### config.mk
export PLATFORM = sky130hd
export DESIGN_NAME = color_gradient_ramp_lookup_flat
export DESIGN_NICKNAME = d
export VERILOG_FILES = /design/src/sv/cgr_pkg.sv /design/src/sv/cgr_if.sv /design/src/sv/cgr_dpath.sv /design/src/sv/cgr_ctrl.sv /design/src/sv/color_gradient_ramp_lookup.sv /design/src/flat_wrapper.sv
export SDC_FILE = /design/constraint.sdc
export NUM_CORES = 2
export LEC_CHECK = 0
export ABC_AREA = 1
export BUFFER_PORTS_ARGS = -buffer_cell sky130_fd_sc_hd__buf_2
export CAP_MARGIN = 10
export CELL_PAD_IN_SITES_DETAIL_PLACEMENT = 2
export CELL_PAD_IN_SITES_GLOBAL_PLACEMENT = 2
export CORE_MARGIN = 2
export CORE_UTILIZATION = 44
export DETAILED_ROUTE_END_ITERATION = 10
export PLACE_DENSITY_LB_ADDON = 0.1
export SYNTH_ARGS = -nofsm -noshare
export SYNTH_HDL_FRONTEND = slang
export SYNTH_SLANG_ARGS = --single-unit
### constraint.sdc
create_clock -name clock -period 12.25 [get_ports clock]
set_clock_uncertainty 0.05 [all_clocks]
set_input_delay 1.225 -clock clock [delete_from_list [all_inputs] [get_ports clock]]
set_output_delay 1.225 -clock clock [all_outputs]
set_load 0.1 [all_outputs]
### src/sv/cgr_pkg.sv
`timescale 1ns / 1ps
// ----------------------------------------------------------------------------
// cgr_pkg
// Shared sizes, codes and command/status bundles of the color gradient ramp.
// ----------------------------------------------------------------------------
package cgr_pkg;

   // table depth and derived widths
   localparam int MAX_POINTS = 16;
   localparam int IDX_W      = $clog2(MAX_POINTS);
   localparam int CNT_W      = $clog2(MAX_POINTS + 1);

   // fixed field widths
   localparam int VAL_W  = 16;
   localparam int PT_W   = 5;
   localparam int W_W    = VAL_W + 1;          // weight 0..65536
   localparam int DIFF_W = VAL_W + 1;          // signed channel difference
   localparam int PROD_W = DIFF_W + W_W + 1;   // signed product
   localparam int STEP_W = $clog2(VAL_W);

   localparam logic [W_W-1:0]    W_ONE    = W_W'(1 << VAL_W);
   localparam logic [PROD_W-1:0] ROUND_HALF = PROD_W'(1 << (VAL_W - 1));

   typedef enum logic [1:0] {
      OP_INSERT = 2'd0,
      OP_QUERY  = 2'd1,
      OP_CLEAR  = 2'd2
   } opcode_type;

   typedef enum logic [1:0] {
      ST_OK    = 2'd0,
      ST_FULL  = 2'd1,
      ST_FEW   = 2'd2,
      ST_NOSEG = 2'd3
   } status_type;

   // one stored control point
   typedef struct packed {
      logic [VAL_W-1:0] pos;
      logic [VAL_W-1:0] red;
      logic [VAL_W-1:0] green;
      logic [VAL_W-1:0] blue;
   } entry_type;

   // controller to datapath
   typedef struct packed {
      logic       load_req;
      logic       cnt_clear;
      logic       cnt_inc;
      logic       idx_top;
      logic       idx_clear;
      logic       idx_inc;
      logic       idx_dec;
      logic       rd_below;
      logic       wr_en;
      logic       wr_new;
      logic       prev_load;
      logic       div_start;
      logic       div_step;
      logic       mul_en;
      logic       add_en;
      logic       rsp_load;
      status_type rsp_status;
   } cmd_type;

   // datapath to controller
   typedef struct packed {
      opcode_type opcode;
      logic       full;
      logic       few;
      logic       idx_zero;
      logic       idx_last;
      logic       less;
      logic       hit;
      logic       div_last;
      logic       ch_last;
   } stat_type;

endpackage

### src/sv/cgr_if.sv
`timescale 1ns / 1ps
// ----------------------------------------------------------------------------
// cgr_req_if / cgr_rsp_if
// Valid/ready channels for operation requests and their results.
// ----------------------------------------------------------------------------
interface cgr_req_if;
   logic        valid;
   logic        ready;
   logic [1:0]  opcode;
   logic [15:0] position;
   logic [15:0] in_red;
   logic [15:0] in_green;
   logic [15:0] in_blue;

   modport source (output valid, output opcode, output position, output in_red,
                   output in_green, output in_blue, input ready);
   modport sink   (input valid, input opcode, input position, input in_red,
                   input in_green, input in_blue, output ready);
endinterface

interface cgr_rsp_if;
   logic        valid;
   logic        ready;
   logic [15:0] out_red;
   logic [15:0] out_green;
   logic [15:0] out_blue;
   logic [1:0]  status;
   logic [4:0]  point_total;

   modport source (output valid, output out_red, output out_green, output out_blue,
                   output status, output point_total, input ready);
   modport sink   (input valid, input out_red, input out_green, input out_blue,
                   input status, input point_total, output ready);
endinterface

### src/sv/cgr_dpath.sv
`timescale 1ns / 1ps
// ----------------------------------------------------------------------------
// cgr_dpath
// Point table, scan registers, radix-2 weight divider and channel blender.
// ----------------------------------------------------------------------------
module cgr_dpath (
   input  logic                         clock,
   input  logic                         reset,
   input  cgr_pkg::cmd_type             cmd,
   output cgr_pkg::stat_type            stat,
   input  logic [1:0]                   req_opcode,
   input  logic [cgr_pkg::VAL_W-1:0]    req_position,
   input  logic [cgr_pkg::VAL_W-1:0]    req_red,
   input  logic [cgr_pkg::VAL_W-1:0]    req_green,
   input  logic [cgr_pkg::VAL_W-1:0]    req_blue,
   output logic [cgr_pkg::VAL_W-1:0]    rsp_red,
   output logic [cgr_pkg::VAL_W-1:0]    rsp_green,
   output logic [cgr_pkg::VAL_W-1:0]    rsp_blue,
   output logic [1:0]                   rsp_status,
   output logic [cgr_pkg::PT_W-1:0]     rsp_total
);

   // captured request
   cgr_pkg::opcode_type         op_ff;
   cgr_pkg::entry_type          new_ff;

   // table
   cgr_pkg::entry_type          mem [cgr_pkg::MAX_POINTS];
   cgr_pkg::entry_type          rd_data_ff;
   logic [cgr_pkg::IDX_W-1:0]   rd_addr;
   logic [cgr_pkg::CNT_W-1:0]   count_ff;
   logic [cgr_pkg::CNT_W-1:0]   idx_ff;
   logic [cgr_pkg::CNT_W-1:0]   idx_m1;

   // segment and divider
   cgr_pkg::entry_type          prev_ff;
   cgr_pkg::entry_type          cur_ff;
   logic [cgr_pkg::VAL_W-1:0]   span_ff;
   logic [cgr_pkg::VAL_W-1:0]   rem_ff;
   logic [cgr_pkg::VAL_W-1:0]   quo_ff;
   logic [cgr_pkg::STEP_W-1:0]  step_ff;
   logic                        w_zero_ff;
   logic                        w_full_ff;
   logic [cgr_pkg::VAL_W-1:0]   pos_ofs;
   logic [cgr_pkg::VAL_W-1:0]   span;
   logic [cgr_pkg::VAL_W:0]     rem_sh;
   logic                        rem_ge;
   logic [cgr_pkg::W_W-1:0]     weight;

   // blender
   logic [1:0]                        ch_ff;
   logic [cgr_pkg::VAL_W-1:0]         c0_sel;
   logic [cgr_pkg::VAL_W-1:0]         c1_sel;
   logic signed [cgr_pkg::DIFF_W-1:0] diff;
   logic signed [cgr_pkg::PROD_W-1:0] prod_in;
   logic signed [cgr_pkg::PROD_W-1:0] prod_ff;
   logic signed [cgr_pkg::PROD_W-1:0] acc;
   logic [cgr_pkg::VAL_W-1:0]         res_r_ff;
   logic [cgr_pkg::VAL_W-1:0]         res_g_ff;
   logic [cgr_pkg::VAL_W-1:0]         res_b_ff;

   // addresses
   assign idx_m1  = idx_ff - cgr_pkg::CNT_W'(1);
   assign rd_addr = cmd.rd_below ? idx_m1[cgr_pkg::IDX_W-1:0]
                                 : idx_ff[cgr_pkg::IDX_W-1:0];

   // request capture
   always_ff @(posedge clock) begin
      if (cmd.load_req) begin
         op_ff        <= cgr_pkg::opcode_type'(req_opcode);
         new_ff.pos   <= req_position;
         new_ff.red   <= req_red;
         new_ff.green <= req_green;
         new_ff.blue  <= req_blue;
      end
   end

   // table memory, one write and one registered read port
   always_ff @(posedge clock) begin
      if (cmd.wr_en) begin
         mem[idx_ff[cgr_pkg::IDX_W-1:0]] <= cmd.wr_new ? new_ff : rd_data_ff;
      end
      rd_data_ff <= mem[rd_addr];
   end

   // point count and scan index
   always_ff @(posedge clock) begin
      if (reset) begin
         count_ff <= '0;
         idx_ff   <= '0;
      end else begin
         if (cmd.cnt_clear) begin
            count_ff <= '0;
         end else if (cmd.cnt_inc) begin
            count_ff <= count_ff + cgr_pkg::CNT_W'(1);
         end
         if (cmd.idx_top) begin
            idx_ff <= count_ff;
         end else if (cmd.idx_clear) begin
            idx_ff <= '0;
         end else if (cmd.idx_inc) begin
            idx_ff <= idx_ff + cgr_pkg::CNT_W'(1);
         end else if (cmd.idx_dec) begin
            idx_ff <= idx_m1;
         end
      end
   end

   always_ff @(posedge clock) begin
      if (cmd.prev_load) begin
         prev_ff <= rd_data_ff;
      end
   end

   // weight divider: one quotient bit per step
   assign pos_ofs = new_ff.pos - prev_ff.pos;
   assign span    = rd_data_ff.pos - prev_ff.pos;
   assign rem_sh  = {rem_ff, 1'b0};
   assign rem_ge  = rem_sh >= {1'b0, span_ff};

   always_ff @(posedge clock) begin
      if (reset) begin
         step_ff <= '0;
      end else if (cmd.div_start) begin
         step_ff <= '0;
      end else if (cmd.div_step) begin
         step_ff <= step_ff + cgr_pkg::STEP_W'(1);
      end
   end

   always_ff @(posedge clock) begin
      if (cmd.div_start) begin
         cur_ff    <= rd_data_ff;
         span_ff   <= span;
         rem_ff    <= pos_ofs;
         quo_ff    <= '0;
         w_zero_ff <= (span == '0);
         w_full_ff <= (pos_ofs == span);
      end else if (cmd.div_step) begin
         rem_ff <= rem_ge ? cgr_pkg::VAL_W'(rem_sh - {1'b0, span_ff})
                          : rem_sh[cgr_pkg::VAL_W-1:0];
         quo_ff <= {quo_ff[cgr_pkg::VAL_W-2:0], rem_ge};
      end
   end

   // zero span gives weight zero; a position on the upper end gives full weight
   always_comb begin
      if (w_zero_ff) begin
         weight = '0;
      end else if (w_full_ff) begin
         weight = cgr_pkg::W_ONE;
      end else begin
         weight = {1'b0, quo_ff};
      end
   end

   // channel select for the shared multiplier
   always_comb begin
      case (ch_ff)
         2'd0: begin
            c0_sel = prev_ff.red;
            c1_sel = cur_ff.red;
         end
         2'd1: begin
            c0_sel = prev_ff.green;
            c1_sel = cur_ff.green;
         end
         default: begin
            c0_sel = prev_ff.blue;
            c1_sel = cur_ff.blue;
         end
      endcase
   end

   // c0 + ((c1 - c0) * w + half) >> 16
   assign diff    = $signed({1'b0, c1_sel}) - $signed({1'b0, c0_sel});
   assign prod_in = diff * $signed({1'b0, weight});
   assign acc     = $signed({{(cgr_pkg::PROD_W-2*cgr_pkg::VAL_W){1'b0}}, c0_sel,
                             {cgr_pkg::VAL_W{1'b0}}})
                    + prod_ff + $signed(cgr_pkg::ROUND_HALF);

   always_ff @(posedge clock) begin
      if (reset) begin
         ch_ff <= '0;
      end else if (cmd.div_start) begin
         ch_ff <= '0;
      end else if (cmd.add_en) begin
         ch_ff <= ch_ff + 2'd1;
      end
   end

   always_ff @(posedge clock) begin
      if (cmd.mul_en) begin
         prod_ff <= prod_in;
      end
   end

   // interpolated color, black unless a query finishes its blend
   always_ff @(posedge clock) begin
      if (cmd.load_req) begin
         res_r_ff <= '0;
         res_g_ff <= '0;
         res_b_ff <= '0;
      end else if (cmd.add_en) begin
         case (ch_ff)
            2'd0:    res_r_ff <= acc[2*cgr_pkg::VAL_W-1:cgr_pkg::VAL_W];
            2'd1:    res_g_ff <= acc[2*cgr_pkg::VAL_W-1:cgr_pkg::VAL_W];
            default: res_b_ff <= acc[2*cgr_pkg::VAL_W-1:cgr_pkg::VAL_W];
         endcase
      end
   end

   // result register
   always_ff @(posedge clock) begin
      if (cmd.rsp_load) begin
         rsp_red    <= res_r_ff;
         rsp_green  <= res_g_ff;
         rsp_blue   <= res_b_ff;
         rsp_status <= cmd.rsp_status;
         rsp_total  <= cgr_pkg::PT_W'(count_ff);
      end
   end

   // status to the controller
   always_comb begin
      stat.opcode   = op_ff;
      stat.full     = count_ff >= cgr_pkg::CNT_W'(cgr_pkg::MAX_POINTS);
      stat.few      = count_ff < cgr_pkg::CNT_W'(2);
      stat.idx_zero = idx_ff == '0;
      stat.idx_last = (idx_ff + cgr_pkg::CNT_W'(1)) == count_ff;
      stat.less     = new_ff.pos < rd_data_ff.pos;
      stat.hit      = (new_ff.pos >= prev_ff.pos) && (new_ff.pos <= rd_data_ff.pos);
      stat.div_last = step_ff == cgr_pkg::STEP_W'(cgr_pkg::VAL_W - 1);
      stat.ch_last  = ch_ff == 2'd2;
   end

endmodule

### src/sv/cgr_ctrl.sv
`timescale 1ns / 1ps
// ----------------------------------------------------------------------------
// cgr_ctrl
// Sequencer for insert, query and clear; owns the handshake flags.
// ----------------------------------------------------------------------------
module cgr_ctrl (
   input  logic               clock,
   input  logic               reset,
   input  logic               req_valid,
   output logic               req_ready,
   output logic               rsp_valid,
   input  logic               rsp_ready,
   input  cgr_pkg::stat_type  stat,
   output cgr_pkg::cmd_type   cmd
);

   typedef enum logic [3:0] {
      S_IDLE,
      S_DECODE,
      S_INS_CHK,
      S_INS_EV,
      S_Q_RD,
      S_Q_EV,
      S_DIV,
      S_MUL,
      S_ADD,
      S_RESP
   } state_type;

   state_type            state_ff, state_in;
   cgr_pkg::status_type  code_ff, code_in;
   logic                 rsp_valid_ff, rsp_valid_in;
   logic                 slot_free;

   assign slot_free = !rsp_valid_ff || rsp_ready;
   assign req_ready = (state_ff == S_IDLE);
   assign rsp_valid = rsp_valid_ff;

   // next state and commands
   always_comb begin
      state_in       = state_ff;
      code_in        = code_ff;
      cmd            = '0;
      cmd.rsp_status = code_ff;
      case (state_ff)
         S_IDLE: begin
            if (req_valid) begin
               cmd.load_req = 1'b1;
               code_in      = cgr_pkg::ST_OK;
               state_in     = S_DECODE;
            end
         end
         S_DECODE: begin
            case (stat.opcode)
               cgr_pkg::OP_INSERT: begin
                  if (stat.full) begin
                     code_in  = cgr_pkg::ST_FULL;
                     state_in = S_RESP;
                  end else begin
                     cmd.idx_top = 1'b1;
                     state_in    = S_INS_CHK;
                  end
               end
               cgr_pkg::OP_QUERY: begin
                  if (stat.few) begin
                     code_in  = cgr_pkg::ST_FEW;
                     state_in = S_RESP;
                  end else begin
                     cmd.idx_clear = 1'b1;
                     state_in      = S_Q_RD;
                  end
               end
               cgr_pkg::OP_CLEAR: begin
                  cmd.cnt_clear = 1'b1;
                  state_in      = S_RESP;
               end
               default: begin
                  state_in = S_RESP;
               end
            endcase
         end
         // walk down from the top, moving larger entries up one slot
         S_INS_CHK: begin
            cmd.rd_below = 1'b1;
            if (stat.idx_zero) begin
               cmd.wr_en   = 1'b1;
               cmd.wr_new  = 1'b1;
               cmd.cnt_inc = 1'b1;
               state_in    = S_RESP;
            end else begin
               state_in = S_INS_EV;
            end
         end
         S_INS_EV: begin
            cmd.rd_below = 1'b1;
            cmd.wr_en    = 1'b1;
            if (stat.less) begin
               cmd.idx_dec = 1'b1;
               state_in    = S_INS_CHK;
            end else begin
               cmd.wr_new  = 1'b1;
               cmd.cnt_inc = 1'b1;
               state_in    = S_RESP;
            end
         end
         // segment scan, lower end held in the previous-point register
         S_Q_RD: begin
            state_in = S_Q_EV;
         end
         S_Q_EV: begin
            if (stat.idx_zero) begin
               cmd.prev_load = 1'b1;
               cmd.idx_inc   = 1'b1;
               state_in      = S_Q_RD;
            end else if (stat.hit) begin
               cmd.div_start = 1'b1;
               state_in      = S_DIV;
            end else if (stat.idx_last) begin
               code_in  = cgr_pkg::ST_NOSEG;
               state_in = S_RESP;
            end else begin
               cmd.prev_load = 1'b1;
               cmd.idx_inc   = 1'b1;
               state_in      = S_Q_RD;
            end
         end
         S_DIV: begin
            cmd.div_step = 1'b1;
            if (stat.div_last) begin
               state_in = S_MUL;
            end
         end
         S_MUL: begin
            cmd.mul_en = 1'b1;
            state_in   = S_ADD;
         end
         S_ADD: begin
            cmd.add_en = 1'b1;
            state_in   = stat.ch_last ? S_RESP : S_MUL;
         end
         S_RESP: begin
            if (slot_free) begin
               cmd.rsp_load = 1'b1;
               state_in     = S_IDLE;
            end
         end
         default: begin
            state_in = S_IDLE;
         end
      endcase
   end

   // result valid flag
   always_comb begin
      rsp_valid_in = rsp_valid_ff;
      if (cmd.rsp_load) begin
         rsp_valid_in = 1'b1;
      end else if (rsp_ready) begin
         rsp_valid_in = 1'b0;
      end
   end

   always_ff @(posedge clock) begin
      if (reset) begin
         state_ff     <= S_IDLE;
         code_ff      <= cgr_pkg::ST_OK;
         rsp_valid_ff <= 1'b0;
      end else begin
         state_ff     <= state_in;
         code_ff      <= code_in;
         rsp_valid_ff <= rsp_valid_in;
      end
   end

endmodule

### src/sv/color_gradient_ramp_lookup.sv
`timescale 1ns / 1ps
// ----------------------------------------------------------------------------
// color_gradient_ramp_lookup
// Sorted table of color control points with piecewise linear lookup.
// ----------------------------------------------------------------------------
// One operation is in flight at a time; the next request is taken once the
// result of the current one sits in the output register. A clear, an unused
// opcode or a refused insert goes from decode straight to the result. An
// insert moves each stored point above the new one up one slot, each move
// being a read and then a write through the table's read and write ports. A
// query scans the points one at a time through the read port, then runs the
// bit-per-cycle weight divider and blends the three channels in turn through
// the shared multiplier. The table is not cleared after reset; only entries
// below the point count are ever read.
module color_gradient_ramp_lookup (
   input  logic        clock,
   input  logic        reset,
   cgr_req_if.sink     req_ch,
   cgr_rsp_if.source   rsp_ch
);

   cgr_pkg::cmd_type  cmd;
   cgr_pkg::stat_type stat;

   cgr_ctrl u_ctrl (
      .clock     (clock),
      .reset     (reset),
      .req_valid (req_ch.valid),
      .req_ready (req_ch.ready),
      .rsp_valid (rsp_ch.valid),
      .rsp_ready (rsp_ch.ready),
      .stat      (stat),
      .cmd       (cmd)
   );

   cgr_dpath u_dpath (
      .clock        (clock),
      .reset        (reset),
      .cmd          (cmd),
      .stat         (stat),
      .req_opcode   (req_ch.opcode),
      .req_position (req_ch.position),
      .req_red      (req_ch.in_red),
      .req_green    (req_ch.in_green),
      .req_blue     (req_ch.in_blue),
      .rsp_red      (rsp_ch.out_red),
      .rsp_green    (rsp_ch.out_green),
      .rsp_blue     (rsp_ch.out_blue),
      .rsp_status   (rsp_ch.status),
      .rsp_total    (rsp_ch.point_total)
   );

   // one operation at a time: no new transfer right after one is taken
   a_one_in_flight: assert property (@(posedge clock) disable iff (reset)
      (req_ch.valid && req_ch.ready) |=> !req_ch.ready)
      else $error("request taken while an operation is in flight");

   // only a successful query carries a color
   a_black_on_error: assert property (@(posedge clock) disable iff (reset)
      (rsp_ch.valid && rsp_ch.status != cgr_pkg::ST_OK) |->
      (rsp_ch.out_red == '0 && rsp_ch.out_green == '0 && rsp_ch.out_blue == '0))
      else $error("non-black color on an error result");

   // a refused insert reports a full table
   a_full_total: assert property (@(posedge clock) disable iff (reset)
      (rsp_ch.valid && rsp_ch.status == cgr_pkg::ST_FULL) |->
      (rsp_ch.point_total == cgr_pkg::PT_W'(cgr_pkg::MAX_POINTS)))
      else $error("table full reported with wrong point total");

   // too few points really means fewer than two
   a_few_total: assert property (@(posedge clock) disable iff (reset)
      (rsp_ch.valid && rsp_ch.status == cgr_pkg::ST_FEW) |->
      (rsp_ch.point_total < cgr_pkg::PT_W'(2)))
      else $error("too-few-points status with two or more points");

endmodule
### src/flat_wrapper.sv
// flat-port wrapper written by rule: the top's interface ports become plain ports
module color_gradient_ramp_lookup_flat 
  (clock, reset, req_ch_valid, req_ch_opcode, req_ch_position, req_ch_in_red, req_ch_in_green, req_ch_in_blue, req_ch_ready, rsp_ch_valid, rsp_ch_out_red, rsp_ch_out_green, rsp_ch_out_blue, rsp_ch_status, rsp_ch_point_total, rsp_ch_ready);
  cgr_req_if req_ch_i ();
  cgr_rsp_if rsp_ch_i ();
  input  logic clock;
  input  logic reset;
  input wire logic [$bits(req_ch_i.valid)-1:0] req_ch_valid;
  input wire logic [$bits(req_ch_i.opcode)-1:0] req_ch_opcode;
  input wire logic [$bits(req_ch_i.position)-1:0] req_ch_position;
  input wire logic [$bits(req_ch_i.in_red)-1:0] req_ch_in_red;
  input wire logic [$bits(req_ch_i.in_green)-1:0] req_ch_in_green;
  input wire logic [$bits(req_ch_i.in_blue)-1:0] req_ch_in_blue;
  output wire logic [$bits(req_ch_i.ready)-1:0] req_ch_ready;
  output wire logic [$bits(rsp_ch_i.valid)-1:0] rsp_ch_valid;
  output wire logic [$bits(rsp_ch_i.out_red)-1:0] rsp_ch_out_red;
  output wire logic [$bits(rsp_ch_i.out_green)-1:0] rsp_ch_out_green;
  output wire logic [$bits(rsp_ch_i.out_blue)-1:0] rsp_ch_out_blue;
  output wire logic [$bits(rsp_ch_i.status)-1:0] rsp_ch_status;
  output wire logic [$bits(rsp_ch_i.point_total)-1:0] rsp_ch_point_total;
  input wire logic [$bits(rsp_ch_i.ready)-1:0] rsp_ch_ready;
  assign req_ch_i.valid = req_ch_valid;
  assign req_ch_i.opcode = req_ch_opcode;
  assign req_ch_i.position = req_ch_position;
  assign req_ch_i.in_red = req_ch_in_red;
  assign req_ch_i.in_green = req_ch_in_green;
  assign req_ch_i.in_blue = req_ch_in_blue;
  assign req_ch_ready = req_ch_i.ready;
  assign rsp_ch_valid = rsp_ch_i.valid;
  assign rsp_ch_out_red = rsp_ch_i.out_red;
  assign rsp_ch_out_green = rsp_ch_i.out_green;
  assign rsp_ch_out_blue = rsp_ch_i.out_blue;
  assign rsp_ch_status = rsp_ch_i.status;
  assign rsp_ch_point_total = rsp_ch_i.point_total;
  assign rsp_ch_i.ready = rsp_ch_ready;
  color_gradient_ramp_lookup u_core (.clock(clock), .reset(reset), .req_ch(req_ch_i), .rsp_ch(rsp_ch_i));
endmodule
==> PnR_summary.wiki <==
{| class="wikitable"
! Metric !! Value
|-
| Share of synthesized registers carrying an async set or reset || 0%
|-
| Post-CTS clock slew at the launch and capture registers of the worst setup and hold paths || ~60 ps
|-
| Slowest library cell on the worst path || sky130_fd_sc_hd__nor2_4
|-
| Number of buffers created by CTS || approximately 160
|-
| Height of the die || ~400 µm
|-
| Quantity of I/O buffers inserted on ports || between 100 and 150
|-
| Setup Viol. Count Final || 0
|-
| Number of antenna violations at the first check in global routing || 19
|-
| Post-route antenna net violation count || 0
|-
| Stage delay of the slowest cell on the critical path || approximately 700 ps
|-
| Unique cell type count in the Yosys netlist || 57
|-
| Total via count after detailed routing || slightly below 50000
|-
| Floorplan Core Area || 156000 µm²
|-
| Clock share of power || between 20% and 30%
|-
| Status || finished, final reports clean
|-
| DRC violation count after routing || 0
|-
| GRT Util Overall || a little over 30%
|-
| Most common cell type on the critical path || sky130_fd_sc_hd__fa_1
|-
| Total of hold buffers inserted after clock tree synthesis || 0
|-
| Number of instances resized during post-cts repair || 0
|-
| CP Class || reg2reg
|-
| Maximum ir drop on the vdd rail || roughly 0.33 mV
|-
| Share of power burned in registers || between 30% and 40%
|-
| Dpl hpwl || between 100000 and 150000 µm
|-
| Headroom to the max-slew limit || 16.8%
|-
| Net Sw Power || around 11 mW
|-
| Global-route layer with the greatest usage || met2
|-
| Die X-Extent || between 400 and 500 µm
|-
| Launching element type of the critical path || flop
|-
| Number of max-capacitance violations reported || 0
|-
| Wire per inst || ~29 µm
|-
| Power per cell area || 308 nW/µm²
|-
| CTS HTree Levels || 4
|-
| Share of the synthesized area in compound gates (AO/OA/AOI/OAI) || between 10 and 15%
|-
| Global Route met2 Usage || 53.0%
|-
| M1 GR Usage || between 30% and 40%
|-
| Net count of the mapped netlist || around 6600
|-
| Crit path capture type || flop
|-
| TritonCTS clock tree || done
|-
| Footprint of the multi-input gates || between 20000 and 25000 µm²
|-
| Total clock sinks || 1459
|-
| Total of warnings raised by yosys || 0
|-
| Final hold viol count || 0
|-
| Die Area || approximately 160000 µm²
|-
| Number of enable flip-flop cells after synthesis || roughly 1300
|-
| Simple logic cell fraction of the synthesized area || between 10% and 20%
|-
| Source-to-sink clock delay at the later pin of the worst-skew pair || 820 ps
|-
| Filler instances || 15400
|-
| Maximum fanout along the worst path || 33
|-
| Clock root buffer || sky130_fd_sc_hd__clkbuf_16
|-
| Switching part of the total power || between 40% and 50%
|-
| Total number of nets in the final design || 6654
|-
| Post-synthesis share of cell area spent on xor and xnor gates || less than 1%
|-
| Seq/Total Area, Yosys || 61.3%
|-
| Combined area of all synthesized cells || 69000 µm²
|-
| Maximum frequency from static timing analysis || 0.104 GHz
|-
| Largest net degree at the start of global routing || 253
|-
| Met3 capacity usage during global routing || around 4.2%
|-
| Layout-stage area growth over the synthesis result || 12.1%
|-
| Gr ovfl total || 0
|-
| Deepest clock path buffer count || 3
|-
| Final max-slew violation count || 0
|-
| Shortest clock period the worst path allows after layout || around 9600 ps
|-
| Crit path arrival time || 10100 ps
|-
| Router iterations before antenna repair || 6
|-
| Share of synthesized area spent on multiplexers || 0%
|-
| Number of top-level pins || between 100 and 150
|-
| Area taken by flip-flops and latches || roughly 42000 µm²
|-
| PnR Total Power || roughly 24 mW
|-
| Last weighted congestion value of the routability-driven placer || roughly 0.87
|-
| Int Pwr || ~13 mW
|-
| Gate count of the mapped netlist || roughly 6000
|-
| Number of DRC violations after detailed-routing iteration 0 || ~3800
|-
| Leakage dissipation || approximately 29 nW
|-
| Required @ worst endpoint || 12700 ps
|-
| Sum Neg Setup Slack || 0 ps
|-
| Main combinational cell family by area after synthesis || compound AO/OA/AOI/OAI gates
|-
| Fraction of layout cells with a size suffix above 1 || 8.54%
|-
| Share of the clock period used by the worst path after layout || 78.7%
|-
| Number of synthesized register bits || between 1000 and 1500
|-
| Avg Inst Size Synth || around 11 µm²
|-
| Least-Margin Pin Slew || 1240 ps
|-
| Via density per instance || between 5 and 6
|-
| First-pass GRT wire length || 362000 µm
|-
| Total wire length after detailed routing || around 250000 µm
|-
| Area share of fa/ha/maj cells after synthesis || about a tenth
|-
| Top_reg_cell synth || sky130_fd_sc_hd__edfxtp_1
|-
| Effective utilization at floorplan || 44.2%
|-
| Number of global-route vias before repair || between 50000 and 60000
|-
| Setup fix buffers added after clock tree synthesis || 0
|-
| Min-Delay Path Class || reg2reg
|-
| Standard-cell rows || between 100 and 150
|-
| Unrepaired setup endpoints after global routing || false
|-
| Combinational cell fraction of total power || between 40% and 50%
|}
worst max-delay path: cells and delay by family, from the launching register on:
kind,cells,cell delay [ps]
fa+ha+maj,10,4270
simple gates,7,1780
compound gates,9,1640
xor+xnor,2,490
flops,1,370
buf+inv,8,730
through the flow:
| step | setup slack, ps | util, % | hold WS, ps | std cells | area [µm²] |
|---|---|---|---|---|---|
| 2_1_floorplan | 4390 | - | 353 | 6056 | 69000 |
| 3_3_place_gp | 2990 | 46.2 | 358 | 8045 | 72000 |
| 3_5_place_dp | 2590 | 46.2 | 363 | 8045 | 72000 |
| 4_1_cts | 2540 | 49.6 | 380 | 8338 | 77300 |
| 5_1_grt | 1950 | 49.6 | 392 | 8338 | 77300 |
| 6_report | 2600 | 49.6 | 382 | 8341 | 77400 |
worst paths after layout:
path | start | to | slack, ps | depth (start not counted)
max | u_core.u_dpath.ch_ff[0] | u_core.u_dpath.prod_ff[25] | 2600 | 36
min reg2reg | u_core.u_dpath.res_r_ff[4] | u_core.u_dpath.rsp_red[4] | 380 | 0
max reg2reg | u_core.u_dpath.ch_ff[0] | u_core.u_dpath.prod_ff[25] | 2600 | 36
min | u_core.u_dpath.res_r_ff[4] | u_core.u_dpath.rsp_red[4] | 380 | 0
routing by layer:
| metal | wire length [µm] | vias to the layer above | share of wire, % |
|---|---|---|---|
| met5 | 57 | - | 0.023 |
| met4 | 8010 | 8 | 3.3 |
| met3 | 13200 | 444 | 5.4 |
| met2 | 122000 | 1640 | 50 |
| met1 | 102000 | 25900 | 42 |
| li1 | - | 21300 | - |
final cells by class:
class	count	area share, %
antenna	3	0.00970
clock buffer	216	5.66
clock inverter	77	1.22
inverter	659	3.25
multi-input combinational	3650	30.1
sequential	1459	54.7
tap	2058	3.33
timing repair buffer	219	1.73
sequential cells by signal, indices dropped and copies added, names as in the netlist, 5 cells and up:
signal	flops
u_core.u_dpath.mem	1024
u_core.u_dpath.new_ff	64
u_core.u_dpath.prev_ff	64
u_core.u_dpath.rd_data_ff	64
u_core.u_dpath.cur_ff	48
u_core.u_dpath.prod_ff	17
u_core.u_dpath.quo_ff	16
u_core.u_dpath.rem_ff	16
u_core.u_dpath.res_b_ff	16
u_core.u_dpath.res_g_ff	16
u_core.u_dpath.res_r_ff	16
u_core.u_dpath.rsp_blue	16
u_core.u_dpath.rsp_green	16
u_core.u_dpath.rsp_red	16
u_core.u_dpath.span_ff	16
u_core.u_dpath.count_ff	5
u_core.u_dpath.idx_ff	5
u_core.u_dpath.rsp_total	5
cells in the mapped netlist (77+ instances only):
cell | instances | area [µm²]
sky130_fd_sc_hd__dfxtp_1 | 151 | 3020
sky130_fd_sc_hd__o221ai_1 | 181 | 1590
sky130_fd_sc_hd__edfxtp_1 | 1308 | 39300
sky130_fd_sc_hd__nor2_1 | 769 | 2890
sky130_fd_sc_hd__inv_1 | 634 | 2380
sky130_fd_sc_hd__clkbuf_1 | 235 | 882
sky130_fd_sc_hd__nand2_1 | 827 | 3100
sky130_fd_sc_hd__o22ai_1 | 77 | 482
sky130_fd_sc_hd__a21oi_1 | 133 | 666
sky130_fd_sc_hd__nand3_1 | 160 | 801
sky130_fd_sc_hd__o211ai_1 | 87 | 653
sky130_fd_sc_hd__fa_1 | 227 | 4540
sky130_fd_sc_hd__o21ai_0 | 611 | 3060
sky130_fd_sc_hd__ha_1 | 210 | 2630
cell usage in the layout, fill, tap and decap left out, types with 8 or more instances in the layout:
cell and n:
sky130_fd_sc_hd__edfxtp_1 1308, sky130_fd_sc_hd__nand2_1 826, sky130_fd_sc_hd__nor2_1 755, sky130_fd_sc_hd__inv_1 632, sky130_fd_sc_hd__o21ai_0 609, sky130_fd_sc_hd__fa_1 227, sky130_fd_sc_hd__ha_1 209, sky130_fd_sc_hd__o221ai_1 181
sky130_fd_sc_hd__clkbuf_16 161, sky130_fd_sc_hd__nand3_1 160, sky130_fd_sc_hd__dfxtp_1 151, sky130_fd_sc_hd__a21oi_1 133, sky130_fd_sc_hd__buf_2 126, sky130_fd_sc_hd__buf_4 92, sky130_fd_sc_hd__o211ai_1 87, sky130_fd_sc_hd__o22ai_1 77
sky130_fd_sc_hd__xor2_1 46, sky130_fd_sc_hd__clkbuf_1 41, sky130_fd_sc_hd__nor3_1 37, sky130_fd_sc_hd__o21bai_1 36, sky130_fd_sc_hd__clkinv_1 33, sky130_fd_sc_hd__a22oi_1 30, sky130_fd_sc_hd__nand4_1 28, sky130_fd_sc_hd__xnor2_1 27
sky130_fd_sc_hd__a31oi_1 24, sky130_fd_sc_hd__clkinv_2 22, sky130_fd_sc_hd__nand2_2 19, sky130_fd_sc_hd__nor2_4 16, sky130_fd_sc_hd__a22o_1 16, sky130_fd_sc_hd__clkbuf_8 14, sky130_fd_sc_hd__inv_2 13, sky130_fd_sc_hd__bufinv_16 13
sky130_fd_sc_hd__o21a_1 12, sky130_fd_sc_hd__a21o_1 9, sky130_fd_sc_hd__o21ai_1 8, sky130_fd_sc_hd__or2_2 8, sky130_fd_sc_hd__nor4_1 8, sky130_fd_sc_hd__a211oi_1 8, sky130_fd_sc_hd__clkinv_16 8
power groups by stage:
stage | registers (mW) | clock network (mW) | logic (mW)
after floorplan | 7.25 | 0 | 6.97
after detailed placement | 7.43 | 0 | 11.2
after global placement | 7.39 | 0 | 10.5
after global routing | 7.38 | 5.18 | 12.6
final | 7.35 | 4.95 | 11.5
after CTS | 7.34 | 5.01 | 11.5
kinds of logic after synthesis:
group,count (synthesis)
AOI/OAI and AO/OA,1251
xor gates and xnor gates,76
adders and majority gates,437
buffers and inverters,947
DFF,1459
and+or+nand+nor,1886
(Power assumes the default switching activity.)
